### src/rtl/core/msgfrag_pkg.sv
// Package with the shared types and constants of the message fragmenter.
`timescale 1ns / 1ps

package msgfrag_pkg;

   localparam int unsigned DIV_STEPS  = 32;
   localparam int unsigned STEP_WIDTH = $clog2(DIV_STEPS);

   localparam logic REQ_START = 1'b0;
   localparam logic REQ_BYTE  = 1'b1;

   localparam logic KIND_DESCRIPTOR = 1'b0;
   localparam logic KIND_BYTE       = 1'b1;

   typedef enum logic [1:0] {
      ST_IDLE,
      ST_DIVIDE,
      ST_ROUND,
      ST_BYTE
   } state_type;

endpackage

### src/rtl/core/message_fragmenter.sv
// Message fragmenter: splits a byte stream into fragments with descriptors.
//
// A message-start transaction latches the length, clock and timestamp and, unless the
// configured payload size is zero, then keeps the block busy while a single
// subtract-and-compare unit works out the fragment count one quotient bit per cycle,
// followed by a rounding step. Payload bytes then pass at one per cycle, unless the
// output is held by back-pressure, through a single output register; a byte that
// opens a fragment sends its descriptor, then the byte itself, through that
// register one after the other. Bytes beyond the message length, and all bytes
// while the payload size latched at message start is zero, are taken and dropped.
`timescale 1ns / 1ps

module message_fragmenter #(
   parameter int unsigned HEADER_BYTES = 153
) (
   input  logic        clock,
   input  logic        reset,

   input  logic        csr_valid,
   output logic        csr_ready,
   input  logic [15:0] csr_payload_per_fragment,

   input  logic        req_valid,
   output logic        req_ready,
   input  logic        req_type,
   input  logic [7:0]  req_data_byte,
   input  logic [31:0] req_message_length,
   input  logic [63:0] req_logical_clock,
   input  logic [63:0] req_time_stamp,

   output logic        rsp_valid,
   input  logic        rsp_ready,
   output logic        rsp_item_kind,
   output logic [7:0]  rsp_out_byte,
   output logic [31:0] rsp_fragment_index,
   output logic [31:0] rsp_fragment_count,
   output logic [16:0] rsp_fragment_bytes,
   output logic [63:0] rsp_out_clock,
   output logic [63:0] rsp_out_time_stamp,
   output logic [31:0] rsp_out_length,
   output logic        rsp_last
);

   localparam int unsigned SW = msgfrag_pkg::STEP_WIDTH;

   msgfrag_pkg::state_type state_ff, state_in;

   logic [15:0] payload_cfg_ff;
   logic [15:0] held_payload_ff;
   logic [31:0] bytes_left_ff;
   logic [31:0] current_fragment_ff;
   logic [15:0] offset_ff;
   logic [31:0] count_ff;
   logic [63:0] held_clock_ff;
   logic [63:0] held_time_stamp_ff;
   logic [31:0] held_length_ff;
   logic [15:0] frag_size_ff;
   logic [7:0]  pend_byte_ff;

   logic [31:0]   div_ff;
   logic [15:0]   rem_ff;
   logic [SW-1:0] step_ff;

   logic        rsp_valid_ff;
   logic        rsp_item_kind_ff;
   logic [7:0]  rsp_out_byte_ff;
   logic [31:0] rsp_fragment_index_ff;
   logic [31:0] rsp_fragment_count_ff;
   logic [16:0] rsp_fragment_bytes_ff;
   logic [63:0] rsp_out_clock_ff;
   logic [63:0] rsp_out_time_stamp_ff;
   logic [31:0] rsp_out_length_ff;
   logic        rsp_last_ff;

   logic        slot_free;
   logic        req_fire;
   logic        start_fire;
   logic        emit_desc;
   logic        emit_byte;
   logic [15:0] size_first;
   logic [15:0] size_cur;
   logic        last_now;
   logic [7:0]  byte_now;
   logic [16:0] trial;
   logic        trial_ge;

   assign csr_ready = 1'b1;
   assign slot_free = !rsp_valid_ff || rsp_ready;

   assign size_first = (bytes_left_ff < {16'd0, held_payload_ff}) ?
                       bytes_left_ff[15:0] : held_payload_ff;
   assign size_cur   = (state_ff == msgfrag_pkg::ST_IDLE && offset_ff == 16'd0) ?
                       size_first : frag_size_ff;
   assign last_now   = ({1'b0, offset_ff} + 17'd1) == {1'b0, size_cur};
   assign byte_now   = (state_ff == msgfrag_pkg::ST_BYTE) ? pend_byte_ff : req_data_byte;

   assign trial    = {rem_ff, div_ff[31]};
   assign trial_ge = trial >= {1'b0, held_payload_ff};

   always_comb begin
      req_ready  = 1'b0;
      emit_desc  = 1'b0;
      emit_byte  = 1'b0;
      req_fire   = 1'b0;
      start_fire = 1'b0;
      unique case (state_ff)
         msgfrag_pkg::ST_IDLE: begin
            req_ready  = slot_free;
            req_fire   = req_valid && slot_free;
            start_fire = req_fire && req_type == msgfrag_pkg::REQ_START;
            if (req_fire && req_type == msgfrag_pkg::REQ_BYTE && bytes_left_ff != 32'd0) begin
               emit_desc = offset_ff == 16'd0;
               emit_byte = offset_ff != 16'd0;
            end
         end
         msgfrag_pkg::ST_BYTE: begin
            emit_byte = slot_free;
         end
         msgfrag_pkg::ST_DIVIDE, msgfrag_pkg::ST_ROUND: begin
         end
         default: begin
         end
      endcase
   end

   always_comb begin
      state_in = state_ff;
      unique case (state_ff)
         msgfrag_pkg::ST_IDLE: begin
            if (start_fire && payload_cfg_ff != 16'd0) begin
               state_in = msgfrag_pkg::ST_DIVIDE;
            end else if (emit_desc) begin
               state_in = msgfrag_pkg::ST_BYTE;
            end
         end
         msgfrag_pkg::ST_DIVIDE: begin
            if (step_ff == SW'(msgfrag_pkg::DIV_STEPS - 1)) begin
               state_in = msgfrag_pkg::ST_ROUND;
            end
         end
         msgfrag_pkg::ST_ROUND: begin
            state_in = msgfrag_pkg::ST_IDLE;
         end
         msgfrag_pkg::ST_BYTE: begin
            if (slot_free) begin
               state_in = msgfrag_pkg::ST_IDLE;
            end
         end
         default: begin
            state_in = msgfrag_pkg::ST_IDLE;
         end
      endcase
   end

   always_ff @(posedge clock) begin
      if (reset) begin
         state_ff            <= msgfrag_pkg::ST_IDLE;
         payload_cfg_ff      <= 16'd0;
         held_payload_ff     <= 16'd0;
         bytes_left_ff       <= 32'd0;
         current_fragment_ff <= 32'd0;
         offset_ff           <= 16'd0;
         count_ff            <= 32'd0;
         rsp_valid_ff        <= 1'b0;
      end else begin
         state_ff <= state_in;
         if (csr_valid && csr_ready) begin
            payload_cfg_ff <= csr_payload_per_fragment;
         end
         if (start_fire) begin
            held_payload_ff     <= payload_cfg_ff;
            current_fragment_ff <= 32'd0;
            offset_ff           <= 16'd0;
            count_ff            <= 32'd0;
            bytes_left_ff       <= (payload_cfg_ff == 16'd0) ? 32'd0 : req_message_length;
         end
         if (state_ff == msgfrag_pkg::ST_ROUND) begin
            count_ff <= div_ff + {31'd0, rem_ff != 16'd0};
         end
         if (emit_byte) begin
            bytes_left_ff <= bytes_left_ff - 32'd1;
            if (last_now) begin
               offset_ff           <= 16'd0;
               current_fragment_ff <= current_fragment_ff + 32'd1;
            end else begin
               offset_ff <= offset_ff + 16'd1;
            end
         end
         if (emit_desc || emit_byte) begin
            rsp_valid_ff <= 1'b1;
         end else if (rsp_ready) begin
            rsp_valid_ff <= 1'b0;
         end
      end
   end

   always_ff @(posedge clock) begin
      if (start_fire) begin
         held_clock_ff      <= req_logical_clock;
         held_time_stamp_ff <= req_time_stamp;
         held_length_ff     <= req_message_length;
         div_ff             <= req_message_length;
         rem_ff             <= 16'd0;
         step_ff            <= '0;
      end else if (state_ff == msgfrag_pkg::ST_DIVIDE) begin
         div_ff  <= {div_ff[30:0], trial_ge};
         rem_ff  <= trial_ge ? 16'(trial - {1'b0, held_payload_ff}) : trial[15:0];
         step_ff <= step_ff + SW'(1);
      end
      if (emit_desc) begin
         frag_size_ff <= size_first;
         pend_byte_ff <= req_data_byte;
      end
      if (emit_desc || emit_byte) begin
         rsp_item_kind_ff      <= emit_byte ? msgfrag_pkg::KIND_BYTE
                                            : msgfrag_pkg::KIND_DESCRIPTOR;
         rsp_out_byte_ff       <= emit_byte ? byte_now : 8'd0;
         rsp_fragment_index_ff <= current_fragment_ff;
         rsp_fragment_count_ff <= count_ff;
         rsp_fragment_bytes_ff <= {1'b0, size_cur} + 17'(HEADER_BYTES);
         rsp_out_clock_ff      <= held_clock_ff;
         rsp_out_time_stamp_ff <= held_time_stamp_ff;
         rsp_out_length_ff     <= held_length_ff;
         rsp_last_ff           <= emit_byte && last_now;
      end
   end

   assign rsp_valid          = rsp_valid_ff;
   assign rsp_item_kind      = rsp_item_kind_ff;
   assign rsp_out_byte       = rsp_out_byte_ff;
   assign rsp_fragment_index = rsp_fragment_index_ff;
   assign rsp_fragment_count = rsp_fragment_count_ff;
   assign rsp_fragment_bytes = rsp_fragment_bytes_ff;
   assign rsp_out_clock      = rsp_out_clock_ff;
   assign rsp_out_time_stamp = rsp_out_time_stamp_ff;
   assign rsp_out_length     = rsp_out_length_ff;
   assign rsp_last           = rsp_last_ff;

   // A descriptor is always followed by the byte that opened its fragment.
   a_desc_then_byte: assert property (@(posedge clock) disable iff (reset)
      emit_desc |=> state_ff == msgfrag_pkg::ST_BYTE)
      else $error("descriptor not followed by its byte");

   a_busy_in_divide: assert property (@(posedge clock) disable iff (reset)
      (state_ff == msgfrag_pkg::ST_DIVIDE || state_ff == msgfrag_pkg::ST_ROUND)
      |-> !req_ready)
      else $error("input taken while the fragment count is computed");

   a_offset_in_range: assert property (@(posedge clock) disable iff (reset)
      offset_ff != 16'd0 |-> offset_ff < frag_size_ff)
      else $error("offset beyond fragment size");

   a_bytes_need_payload: assert property (@(posedge clock) disable iff (reset)
      bytes_left_ff != 32'd0 |-> held_payload_ff != 16'd0)
      else $error("bytes pending with fragmentation disabled");

   a_emit_needs_slot: assert property (@(posedge clock) disable iff (reset)
      (emit_desc || emit_byte) |-> (!rsp_valid_ff || rsp_ready))
      else $error("result overwrites a transaction not yet taken");

endmodule

### config.mk
export PLATFORM = sky130hd
export DESIGN_NAME = message_fragmenter
export DESIGN_NICKNAME = d
export VERILOG_FILES = /design/src/rtl/core/msgfrag_pkg.sv /design/src/rtl/core/message_fragmenter.sv
export SDC_FILE = /design/constraint.sdc
export NUM_CORES = 1
export LEC_CHECK = 0
export BUFFER_PORTS_ARGS = -buffer_cell sky130_fd_sc_hd__buf_4
export CAP_MARGIN = 0
export CORE_MARGIN = 2
export CORE_UTILIZATION = 45
export CTS_BUF_LIST = sky130_fd_sc_hd__clkbuf_4 sky130_fd_sc_hd__clkbuf_8
export DETAILED_ROUTE_END_ITERATION = 12
export PLACE_DENSITY = 0.66
export SLEW_MARGIN = 10
export SYNTH_ARGS = -nofsm -noshare
export SYNTH_HDL_FRONTEND = slang
export SYNTH_SLANG_ARGS = --single-unit
### constraint.sdc
create_clock -name clock -period 54.9 [get_ports clock]
set_clock_uncertainty 0.05 [all_clocks]
set_input_delay 5.49 -clock clock [delete_from_list [all_inputs] [get_ports clock]]
set_output_delay 5.49 -clock clock [all_outputs]
set_load 0.02 [all_outputs]
After elaboration in Yosys (flattened, before gate mapping) --
Index checks and enable logic that the tools add are counted.
Storage, ports and cells: bits in registers 635, input bits 190, output and inout port bits 254, word-level logic and storage cells 97
Cells by class: add/subtract/negate cells 8, order comparisons 2, equality and inequality tests 8, muxes and demuxes 31, bitwise operators 1, reductions and logical operators 22
Operators by type and width (count):
- 32-bit two-way mux | 10
- 16-bit two-way mux | 6
- 16-bit nonzero test | 3
- 32-bit by 1-bit adder with 32-bit output | 1
- 32-bit by 1-bit adder with 32-bit output, second input constant | 1
- 16-bit zero test | 2
- 32-bit by 16-bit less-than comparator with 1-bit output | 1
- 32-bit nonzero test | 1
- 32-bit by 1-bit subtractor with 32-bit output, second input constant | 1
- 16-bit by 1-bit adder with 17-bit output, second input constant | 1
- 16-bit by 8-bit adder with 17-bit output, second input constant | 1
- 17-bit by 16-bit == test with 1-bit output | 1
- 17-bit by 16-bit greater-or-equal comparator with 1-bit output | 1
- 16-bit by 1-bit adder with 16-bit output, second input constant | 1
- 16-bit subtractor | 1
- 1-bit two-way mux | 8
- 2-bit two-way mux | 4
- 8-bit two-way mux | 1
- 2-bit one-hot mux with 4 select lines | 1
- 2-bit nonzero test | 4
- 1-bit logical AND | 7
- 5-bit by 1-bit adder with 5-bit output, second input constant | 1
- 5-bit == test, second input constant | 1
- 2-bit == test, second input constant | 2
- 9 further kinds | 11

Longest topological paths before layout --
Gate-level depths: netlist (run 1).
depth in word-level cells 10, gate-level depth with buffers 15, gate-level depth less buffers 14

Worst setup path after synthesis (run 1) --
OpenSTA, ideal clock, no wires.
kind input port to flip-flop, from input port rsp_ready, to register rsp_fragment_bytes_ff[0] (netlist: rsp_fragment_bytes[0]), enable pin, library setup time 1.213 ns, arrival time 23.260 ns, slack 30.378 ns, stages 3, buffers on the path 0, path through nand2b_1 o211ai_1 o21ai_0
On the way: word-level cells in the longest chain between the ends 7
Ends and longest elaborated chain:
- start: declaration | line message_fragmenter.sv:32 | input logic rsp_ready,
- 1-bit logical OR (*) | line message_fragmenter.sv:88 | assign slot_free = !rsp_valid_ff || rsp_ready;
- 1-bit logical AND | line message_fragmenter.sv:109 | req_fire = req_valid && slot_free;
- 1-bit logical AND (2 in a row) | line message_fragmenter.sv:111 | if (req_fire && req_type == msgfrag_pkg::REQ_BYTE && bytes_left_ff != 32'd0) begin
- 1-bit two-way mux | line message_fragmenter.sv:111
- 1-bit one-hot mux with 2 select lines or 1-bit two-way mux (tied branches) | line message_fragmenter.sv:106 | unique case (state_ff)
- 1-bit logical OR (*) | line message_fragmenter.sv:214 | if (emit_desc || emit_byte) begin
- end signal: assignment | line message_fragmenter.sv:220 | rsp_fragment_bytes_ff <= {1'b0, size_cur} + 17'(HEADER_BYTES);
- end: declaration | line message_fragmenter.sv:69 | logic [16:0] rsp_fragment_bytes_ff;
Every way passes the cells marked *; elsewhere a longest branch is shown, timed or not. A chain may end at the register's enable or synchronous reset.

Worst setup path after layout (run 1) --
from input port rsp_ready, to output port req_ready
On the way: word-level cells in the longest chain between the ends 2
Ends and longest elaborated chain:
- 1-bit logical OR | line message_fragmenter.sv:88
- 1-bit two-way mux | line message_fragmenter.sv:106
- end: declaration | line message_fragmenter.sv:24 | output logic req_ready,
Every way passes these cells.

==> reports/qor.csv, run 1 <==
metric;value;unit
worstPathCellList;buf_4 > nand2b_1 > and2_1 > buf_4;
area_growth_syn_to_layout;25.3;%
die_w;242;um
ys_seq_area_share;68.0;%
ctsHoldBuffers;0;
gp_congestion;0.898;
clockRootBuffer;clkbuf_8;
worstPathArrival;6.13;ns
core_area;56300;um^2
grt.busiest_layer;met2;
cts_buffer_depth;3;
p_leak;12.5;nW
regToRegSetupSlack;50.01;ns
holdPathStages;0;
wl_per_cell;20.5;um
crit_type;in -> out;
yosys.area_share.simple;13.7;%
setup_tns;0;ns
io-pin-count;444;
cellPowerDensity;52.6;nW/um^2
crit_end;req_ready;
met1_usage;29.9;%
worst_pin_slew;1.21;ns
holdCritPathClass;reg -> reg;
synth_cell_types;83;
r2r_cells;13;
cts_tree;done;
crit_top_cell;buf_4;
met3_usage;5.93;%
slew_headroom;19.3;%
grt_pass1_wl;106;mm
postRouteAntennaNets;0;
initial_core_util;45.5;%
synth_seq_cells;635;
critPathMaxStageDelay;0.20;ns
clk_pin_slew;0.06;ns
required;49.36;ns
wirelength;69.5;mm
outcome;finished clean;
synth_mux_area_share;1.50;%
grt_antenna_before_repair;3;
dieHeight;242;um
num-nets-final;2779;
multi_input_area;7660;um^2
drv_cap;0;
cts.sinks;635;
netlist_instances;2063;
drive_gt1_share;26.2;%
avgSynthCellArea;12.4;um^2
fmax;85.7;MHz
r2r-end;current_fragment_ff[8]$_SDFF_PP0_;
slew_viol_final;0;
synth_edf_count;467;
timing_hold_violations_final;0;
regArea;17400;um^2
overflow;0;
grt.total_usage;23.3;%
htreeDepth;3;
worstSetupStartpointType;primary input;
cp_slowest_cell;and2_1;
worst_slack;43.23;ns
yosysWarnings;0;
cts_inserted_buffers;103;
rsz0062_at_grt;no;
power.ir.vdd_worst;0.0351;mV
fin_hold_ws;0.355;ns
n_fill_cell;4607;
syn_nets;2298;
synth_area;25600;um^2
grt_max_degree;208;
die-area;58800;um^2
row_count;87;
startpoint;rsp_ready;
drc;0;
setup_violations;0;
post_cts_buffers;0;
io_buffers;442;
synth_top_family_by_area;simple AND/OR/NAND/NOR gates;
viasPerCell;5.34;
cts-resized-gates;0;
endpoint_kind;output pin;
drt_first_iter_violations;1330;
synthAdderAreaFrac;2.23;%
holdCritStartpoint;held_length_ff[4]$_DFFE_PP_;
grt_pass1_vias;17400;
min_period;11.67;ns
ys_async_sr_fraction;0;%
r2r_start;held_payload_ff[12]$_SDFFE_PP0P_;
synth-xor-area-share;2.74;%
synth_compound_area_share;9.67;%
clock_latency;0.69;ns
period_share;21.3;%
use_met2;38.6;%
dominantRegCellSynth;edfxtp_1;
post-place-ws;43.24;ns
dp_hpwl;50.1;mm
cp_max_fo;2;
dr.pass1.iters;6;
via_count;18100;
where the power goes:
part	switching, W	leakage (nW)	internal, W
sequential	0.0000466	5.72	0.000642
clock	0.000190	1.26	0.000272
combinational	0.000349	5.49	0.000187
total	0.000586	12.5	0.00110
Yosys cell counts (13+ instances only):
| cell | n | area [um^2] |
|---|---|---|
| edfxtp_1 | 467 | 14000 |
| nand2_1 | 275 | 1030 |
| nor2_1 | 193 | 724 |
| dfxtp_1 | 168 | 3360 |
| a21oi_1 | 139 | 696 |
| clkbuf_1 | 59 | 221 |
| o21ai_0 | 59 | 295 |
| xnor2_1 | 56 | 490 |
| inv_1 | 53 | 199 |
| nand3_1 | 47 | 235 |
| a21o_1 | 44 | 330 |
| ha_1 | 44 | 551 |
| mux2i_1 | 36 | 360 |
| nor3_1 | 33 | 165 |
| and3_1 | 32 | 200 |
| nand4_1 | 29 | 181 |
| nor4_1 | 27 | 169 |
| nand2b_1 | 25 | 156 |
| xor2_1 | 24 | 210 |
| a31oi_1 | 22 | 138 |
| or3_1 | 20 | 125 |
| or2_2 | 16 | 100 |
| a211oi_1 | 13 | 97.6 |
| o211ai_1 | 13 | 97.6 |
logic make-up after synthesis:
family                   count (synthesis)
XOR/XNOR                                80
buffers and inverters                  138
flip-flops                             635
other                                    1
AO/OA/AOI/OAI                          381
AND/OR/NAND/NOR                        745
adder cells (fa/ha/maj)                 45
multiplexers                            38
cell type report:
class / instances / share of cell area [%]
antenna: 1 / 0.00780
clock buffer: 154 / 5.93
clock inverter: 40 / 1.57
inverter: 54 / 0.655
multi-input combinational: 1290 / 23.9
sequential: 635 / 54.2
tap: 756 / 2.95
timing repair buffer: 460 / 10.8
layout by cell type, fill, tap and decap left out, types with 7 or more instances in the layout:
master,Yosys,final
and2_1,10,10
clkinv_1,1,8
xnor2_1,56,56
nor3_1,33,32
edfxtp_1,467,467
or2_2,16,16
a211oi_1,13,13
dfxtp_1,168,168
clkinv_2,0,13
nor2b_1,9,9
nand3_1,47,47
o21a_1,7,7
nor2_1,193,192
nand2b_1,25,25
nand4_1,29,29
xor2_1,24,24
a21o_1,44,44
buf_4,2,459
o21ai_0,59,58
mux2i_1,36,36
a211o_1,7,7
clkbuf_8,0,119
nor4_1,27,27
o31ai_1,10,10
inv_1,53,53
or3_1,20,20
and3_1,32,32
a31oi_1,22,22
clkbuf_4,0,35
bufinv_16,0,10
ha_1,44,43
nand2_1,275,275
o211ai_1,13,13
a311oi_1,7,7
a21oi_1,139,139
registers in the layout, summed over array words and instances, names as in the netlist, 2 cells and up:
signal / cells
div_ff: 32
current_fragment_ff: 32
rsp_out_clock: 64
held_payload_ff: 16
rsp_out_time_stamp: 64
count_ff: 32
rsp_fragment_index: 32
pend_byte_ff: 8
held_length_ff: 32
held_clock_ff: 64
rsp_fragment_bytes: 17
payload_cfg_ff: 16
state_ff: 2
rsp_fragment_count: 32
held_time_stamp_ff: 64
rsp_out_length: 32
frag_size_ff: 16
step_ff: 5
rsp_out_byte: 8
rem_ff: 16
bytes_left_ff: 32
offset_ff: 16
per-stage QoR:
stage                     total power, W  cells  instance area [um^2]  util, %
after floorplan                  0.00109   2063                 25600        -
after global placement           0.00122   3195                 29700     52.7
after detailed placement         0.00123   3195                 29700     52.7
after CTS                        0.00170   3389                 32100     57.0
after global routing             0.00178   3390                 32100     57.0
final                            0.00169   3390                 32100     57.0
worst max-delay path: cells and delay by family:
kind                   cells  cell delay [ns]
and+or+nand+nor            2             0.36
buffers and inverters      2             0.28
how the worst min path moves through the flow:
| stage | endpoint | slack (ns) |
|---|---|---|
| after CTS | rsp_out_length[4]$_DFFE_PP_ | 0.34 |
| after detailed placement | rsp_out_clock[36]$_DFFE_PP_ | 0.35 |
| after global placement | rsp_out_clock[46]$_DFFE_PP_ | 0.35 |
| after floorplan | rsp_out_clock[0]$_DFFE_PP_ | 0.35 |
| after global routing | rsp_out_length[4]$_DFFE_PP_ | 0.36 |
| final | rsp_out_length[4]$_DFFE_PP_ | 0.35 |
per-layer routing:
metal  vias up  wire [um]
met5         -          0
met2       705      33700
met4         0       1810
li1       8556          -
met1      8735      28200
met3       106       5800
Note: power is estimated with default switching activity, not from simulation.
==> inputs of run 2 (changes only) <==
- PLACE_DENSITY: 0.66 -> 0.69
- clock period: 54.9 -> 10 ns (I/O delays scaled with it)
==> reports/qor.csv, run 2 (synthesis results as in run 1) <==
metric;value;unit;change
timing_hold_violations_final;0;;unchanged
cts_buffer_depth;3;;unchanged
core_area;56300;um^2;unchanged
drv_cap;0;;unchanged
grt_max_degree;184;;was 208
grt.total_usage;23.8;%;was 23.3%
worstPathCellList;inv_1 > ha_1 > nor3b_1 > and4b_1 > nand4_1 > o2111a_1 > o21ai_2 > buf_4 > inv_1 > nor2_1 > a211oi_1 > a311o_1 > nor2_1;;was buf_4 > nand2b_1 > and2_1 > buf_4
overflow;0;;unchanged
clockRootBuffer;clkbuf_8;;unchanged
row_count;87;;unchanged
post_cts_buffers;0;;unchanged
final_cell_mix;467 x edfxtp_1, 462 x buf_4, 275 x nand2_1, 192 x nor2_1, 168 x dfxtp_1;;was 467 x edfxtp_1, 459 x buf_4, 275 x nand2_1, 192 x nor2_1, 168 x dfxtp_1
gp_congestion;0.924;;was 0.898
period_share;45.0;%;
grt_antenna_before_repair;0;;was 3
fmax;222;MHz;
viasPerCell;5.35;;was 5.34
drive_gt1_share;25.5;%;was 26.2%
grt_pass1_wl;107;mm;was 106 mm
cts_inserted_buffers;102;;was 103
placedCellCount;3198;;was 3,195
cts-resized-gates;0;;unchanged
wirelength;71.7;mm;was 69.5 mm
grt_pass1_vias;17300;;was 17,400
wl_per_cell;21.1;um;was 20.5 um
crit_family;simple AND/OR/NAND/NOR gates;;unchanged
dp_hpwl;51.8;mm;was 50.1 mm
drc;0;;unchanged
setup_violations;0;;unchanged
cp_max_fo;37;;was 2
setup_tns;0;ns;unchanged
holdCritPathClass;reg -> reg;;unchanged
clock_latency;0.71;ns;was 0.69 ns
placedInstanceArea;29700;um^2;about the same
io-pin-count;444;;unchanged
worst_pin_slew;1.20;ns;was 1.21 ns
via_count;18100;;about the same
ctsHoldBuffers;0;;unchanged
worst_slack;5.50;ns;was 43.23 ns
initial_core_util;45.5;%;unchanged
crit_type;reg -> reg;;was in -> out
diodes;0;;was 1
postRouteAntennaNets;0;;unchanged
outcome;finished clean;;unchanged
p_leak;12.3;nW;was 12.5 nW
die_w;242;um;unchanged
drt_first_iter_violations;1369;;was 1,330
post-place-ws;5.63;ns;was 43.24 ns
cts_tree;done;;unchanged
mostFrequentLayoutCell;edfxtp_1;;unchanged
worstSetupStartpointType;flop;;was primary input
min_period;4.50;ns;
htreeDepth;3;;unchanged
die-area;58800;um^2;unchanged
cts.sinks;635;;unchanged
finalNonFillerCells;3389;;was 3,390
worstPathArrival;5.09;ns;was 6.13 ns
power.ir.vdd_worst;0.157;mV;was 0.0351 mV
clk_pin_slew;0.06;ns;about the same
dr.pass1.iters;5;;was 6
rsz0062_at_grt;no;;unchanged
area_growth_syn_to_layout;24.4;%;was 25.3%
endpoint_kind;flop;;was output pin
cellPowerDensity;285;nW/um^2;was 52.6 nW/um^2
crit_buf_inv;3;;was 2
critPathMaxStageDelay;0.70;ns;was 0.20 ns
dieHeight;242;um;unchanged
cp_slowest_cell;nor2_1;;was and2_1
fin_area;31800;um^2;was 32,100 um^2
io_buffers;442;;unchanged
required;10.59;ns;was 49.36 ns
fin_hold_ws;0.351;ns;was 0.355 ns
slew_headroom;19.8;%;was 19.3%
slew_viol_final;0;;unchanged
num-nets-final;2781;;was 2,779
==> run 2: metal layers <==
layer  part of all wire (%)  vias to the layer above  global-route usage, %
met5                      0                        -                      0
met4                    2.2                        0                   7.04
met3                    6.9                      113                   4.90
met2                     49                      640                   40.6
met1                     42                     8839                   30.7
li1                       -                     8550                      -
==> run 2: final timing paths <==
| kind | slack, ns | end | from | cells after the start |
|---|---|---|---|---|
| worst min-delay path | 0.35 | rsp_out_clock[60]$_DFFE_PP_ | held_clock_ff[60]$_DFFE_PP_ | 0 |
| worst max-delay path | 5.50 | bytes_left_ff[19]$_SDFFE_PP0P_ | bytes_left_ff[1]$_SDFFE_PP0P_ | 13 |
| worst min register to register | 0.35 | rsp_out_clock[60]$_DFFE_PP_ | held_clock_ff[60]$_DFFE_PP_ | 0 |
| worst max register to register | 5.50 | bytes_left_ff[19]$_SDFFE_PP0P_ | bytes_left_ff[1]$_SDFFE_PP0P_ | 13 |
==> run 2: layout make-up <==
class	count	area [um^2]
sequential	635	17400
tap	756	946
clock buffer	140	1760
clock inverter	51	388
timing repair buffer	463	3490
fill	4583	24400
inverter	54	210
multi-input combinational	1290	7660
==> run 2: report_power, final <==
group	switching [W]	leakage [nW]	total, W	internal [W]
combinational	0.00194	5.50	0.00297	0.00103
sequential	0.000266	5.72	0.00379	0.00352
clock	0.00105	1.13	0.00231	0.00126
total	0.00326	12.3	0.00908	0.00582
==> run 2: metrics by stage <==
step / power (W) / utilization (%)
final: 0.00908 / 56.6
after floorplan: 0.00581 / -
after CTS: 0.00913 / 56.6
after global routing: 0.00954 / 56.6
after global placement: 0.00676 / 52.8
after detailed placement: 0.00681 / 52.8
==> inputs of run 3 (changes only) <==
- PLACE_DENSITY: 0.69 -> 0.66
- clock period: 10 -> 4.3 ns (I/O delays scaled with it)
==> reports/qor.csv, run 3 (synthesis results as in run 1) <==
metric;value;unit;change
clockPowerShare;25.3;%;was 25.5%
setup_violations;0;;unchanged
fin_area;34000;um^2;was 31,800 um^2
crit_buf_inv;1;;was 3
drv_cap;0;;unchanged
crit_family;simple AND/OR/NAND/NOR gates;;unchanged
cts_tree;done;;unchanged
die_w;242;um;unchanged
dp_hpwl;51.7;mm;was 51.8 mm
holdPathStages;3;;was 0
drc;0;;unchanged
post-route-util;60.5;%;was 56.6%
timing_hold_violations_final;0;;unchanged
cts_buffer_depth;3;;unchanged
cellPowerDensity;636;nW/um^2;was 285 nW/um^2
holdCritPathClass;in -> reg;;was reg -> reg
postRouteAntennaNets;0;;unchanged
htreeDepth;3;;unchanged
clk_pin_slew;0.06;ns;about the same
dr.pass1.iters;5;;unchanged
outcome;finished clean;;unchanged
holdCritStartpoint;rsp_ready;;was held_clock_ff[60]$_DFFE_PP_
wl_per_cell;20.9;um;was 21.1 um
cp_slowest_cell;or4_4;;was nor2_1
drt-met1-wl;30.4;mm;was 29.8 mm
clockRootBuffer;clkbuf_8;;unchanged
hold_end;rsp_valid$_SDFFE_PP0P_;;was rsp_out_clock[60]$_DFFE_PP_
fin_hold_ws;0.0535;ns;was 0.351 ns
min_period;4.07;ns;was 4.50 ns
pwr-share-comb;34.0;%;was 32.8%
cp_max_fo;30;;was 37
power;0.0216;W;was 0.00908 W
clock_latency;0.73;ns;was 0.71 ns
power.ir.vdd_worst;0.429;mV;was 0.157 mV
core_area;56300;um^2;unchanged
regToRegSetupSlack;0.23;ns;was 5.50 ns
io-pin-count;444;;unchanged
p_leak;13.3;nW;was 12.3 nW
required;4.87;ns;was 10.59 ns
worstSetupStartpointType;flop;;unchanged
io_buffers;442;;unchanged
grt_antenna_before_repair;6;;was 0
grt_pass1_vias;18800;;was 17,300
grt_pass1_wl;113;mm;was 107 mm
worst_slack;0.233;ns;was 5.50 ns
drive_gt1_share;24.9;%;was 25.5%
pwr-share-seq;40.6;%;was 41.8%
gp_congestion;0.934;;was 0.924
rsz0062_at_grt;no;;unchanged
row_count;87;;unchanged
drt_first_iter_violations;1557;;was 1,369
intPower;0.0138;W;was 0.00582 W
initial_core_util;45.5;%;unchanged
post-place-ws;0.0535;ns;was 5.63 ns
switching_share;36.0;%;was 35.9%
dr_wl_met3;6.01;mm;was 4.95 mm
p_sw;0.00780;W;was 0.00326 W
grt.total_usage;25.1;%;was 23.8%
r2r_start;state_ff[1]$_SDFFE_PP0P_;;was bytes_left_ff[1]$_SDFFE_PP0P_
crit_type;reg -> reg;;unchanged
grt_max_degree;107;;was 184
viasPerCell;5.29;;was 5.35
period_share;94.6;%;was 45.0%
r2r_cells;12;;was 13
fmax;246;MHz;was 222 MHz
dieHeight;242;um;unchanged
r2r-end;current_fragment_ff[8]$_SDFF_PP0_;;was bytes_left_ff[19]$_SDFFE_PP0P_
worstPathCellList;inv_1 > ha_2 > or4b_4 > or4_4 > nand2_1 > nand4_1 > nor4bb_1 > o211ai_1 > a2111oi_2 > nand4_2 > and3_4 > a211o_1;;was inv_1 > ha_1 > nor3b_1 > and4b_1 > nand4_1 > o2111a_1 > o21ai_2 > buf_4 > inv_1 > nor2_1 > a211oi_1 > a311o_1 > nor2_1
slew_headroom;30.7;%;was 19.8%
die-area;58800;um^2;unchanged
cts_inserted_buffers;104;;was 102
placedInstanceArea;30000;um^2;was 29,700 um^2
via_count;19100;;was 18,100
num-nets-final;2994;;was 2,781
overflow;0;;unchanged
final_cell_mix;484 x buf_4, 467 x edfxtp_1, 275 x nand2_1, 192 x nor2_1, 184 x dlygate4sd3_1;;was 467 x edfxtp_1, 462 x buf_4, 275 x nand2_1, 192 x nor2_1, 168 x dfxtp_1
cts.sinks;635;;unchanged
worstPathArrival;4.64;ns;was 5.09 ns
top_layer;met4;;unchanged
area_growth_syn_to_layout;33.1;%;was 24.4%
worst_pin_slew;1.04;ns;was 1.20 ns
slew_viol_final;0;;unchanged
endpoint_kind;flop;;unchanged
mostFrequentLayoutCell;buf_4;;was edfxtp_1
critPathMaxStageDelay;0.64;ns;was 0.70 ns
wirelength;75.4;mm;was 71.7 mm
post_cts_buffers;0;;unchanged
wl_met2;36.4;mm;was 35.3 mm
==> run 3: power groups by stage <==
stage / logic [W] / clock network, W / registers (W)
5_1_grt: 0.00793 / 0.00588 / 0.00890
2_1_floorplan: 0.00385 / 0 / 0.00956
6_report: 0.00737 / 0.00548 / 0.00879
3_3_place_gp: 0.00703 / 0 / 0.00885
3_5_place_dp: 0.00712 / 0 / 0.00889
4_1_cts: 0.00730 / 0.00557 / 0.00877
==> run 3: area by class of cell <==
cell class,count,area (um^2)
diodes,6,15.0
clock buffers,152,1890
clock inverters,43,318
fillers,4388,22200
inverters,54,210
multi-input cells,1290,7690
flip-flops and latches,635,17400
well taps,756,946
repair buffers,674,5600
==> run 3: routing by layer <==
layer	vias to the layer above	track usage, %
met3	151	6.61
met4	0	9.84
li1	8988	-
met1	9218	31.4
met2	753	41.4
met5	-	0
==> run 3: worst max-delay path by stage <==
stage | startpoint | to | slack (ns) | cells past startpoint
6_report | state_ff[1]$_SDFFE_PP0P_ | current_fragment_ff[8]$_SDFF_PP0_ | 0.23 | 12
5_1_grt | held_payload_ff[14]$_SDFFE_PP0P_ | current_fragment_ff[8]$_SDFF_PP0_ | 0.05 | 13
4_1_cts | held_payload_ff[14]$_SDFFE_PP0P_ | current_fragment_ff[8]$_SDFF_PP0_ | 0.06 | 13
3_5_place_dp | held_payload_ff[14]$_SDFFE_PP0P_ | current_fragment_ff[8]$_SDFF_PP0_ | 0.05 | 13
3_3_place_gp | held_payload_ff[14]$_SDFFE_PP0P_ | current_fragment_ff[8]$_SDFF_PP0_ | 0.18 | 13
2_1_floorplan | offset_ff[0]$_SDFFE_PP0P_ | rsp_fragment_bytes[0]$_DFFE_PP_ | -2.17 | 8
==> run 3: repair_timing <==
item	in CTS	in global routing
gates resized for setup	0	3
setup endpoints to repair	0	37
hold endpoints to repair	238	0
hold buffers	184	0
==> run 3: metrics by stage <==
stage | std cells | setup TNS [ns]
2_1_floorplan | 2063 | -545.85
3_3_place_gp | 3225 | 0
3_5_place_dp | 3225 | 0
4_1_cts | 3604 | 0
5_1_grt | 3609 | 0
6_report | 3610 | 0
==> run 3: tightest hold or removal path, stage by stage <==
cell     delay [ns]
buf_4          0.09
nor2b_1        0.06
o21a_1         0.16
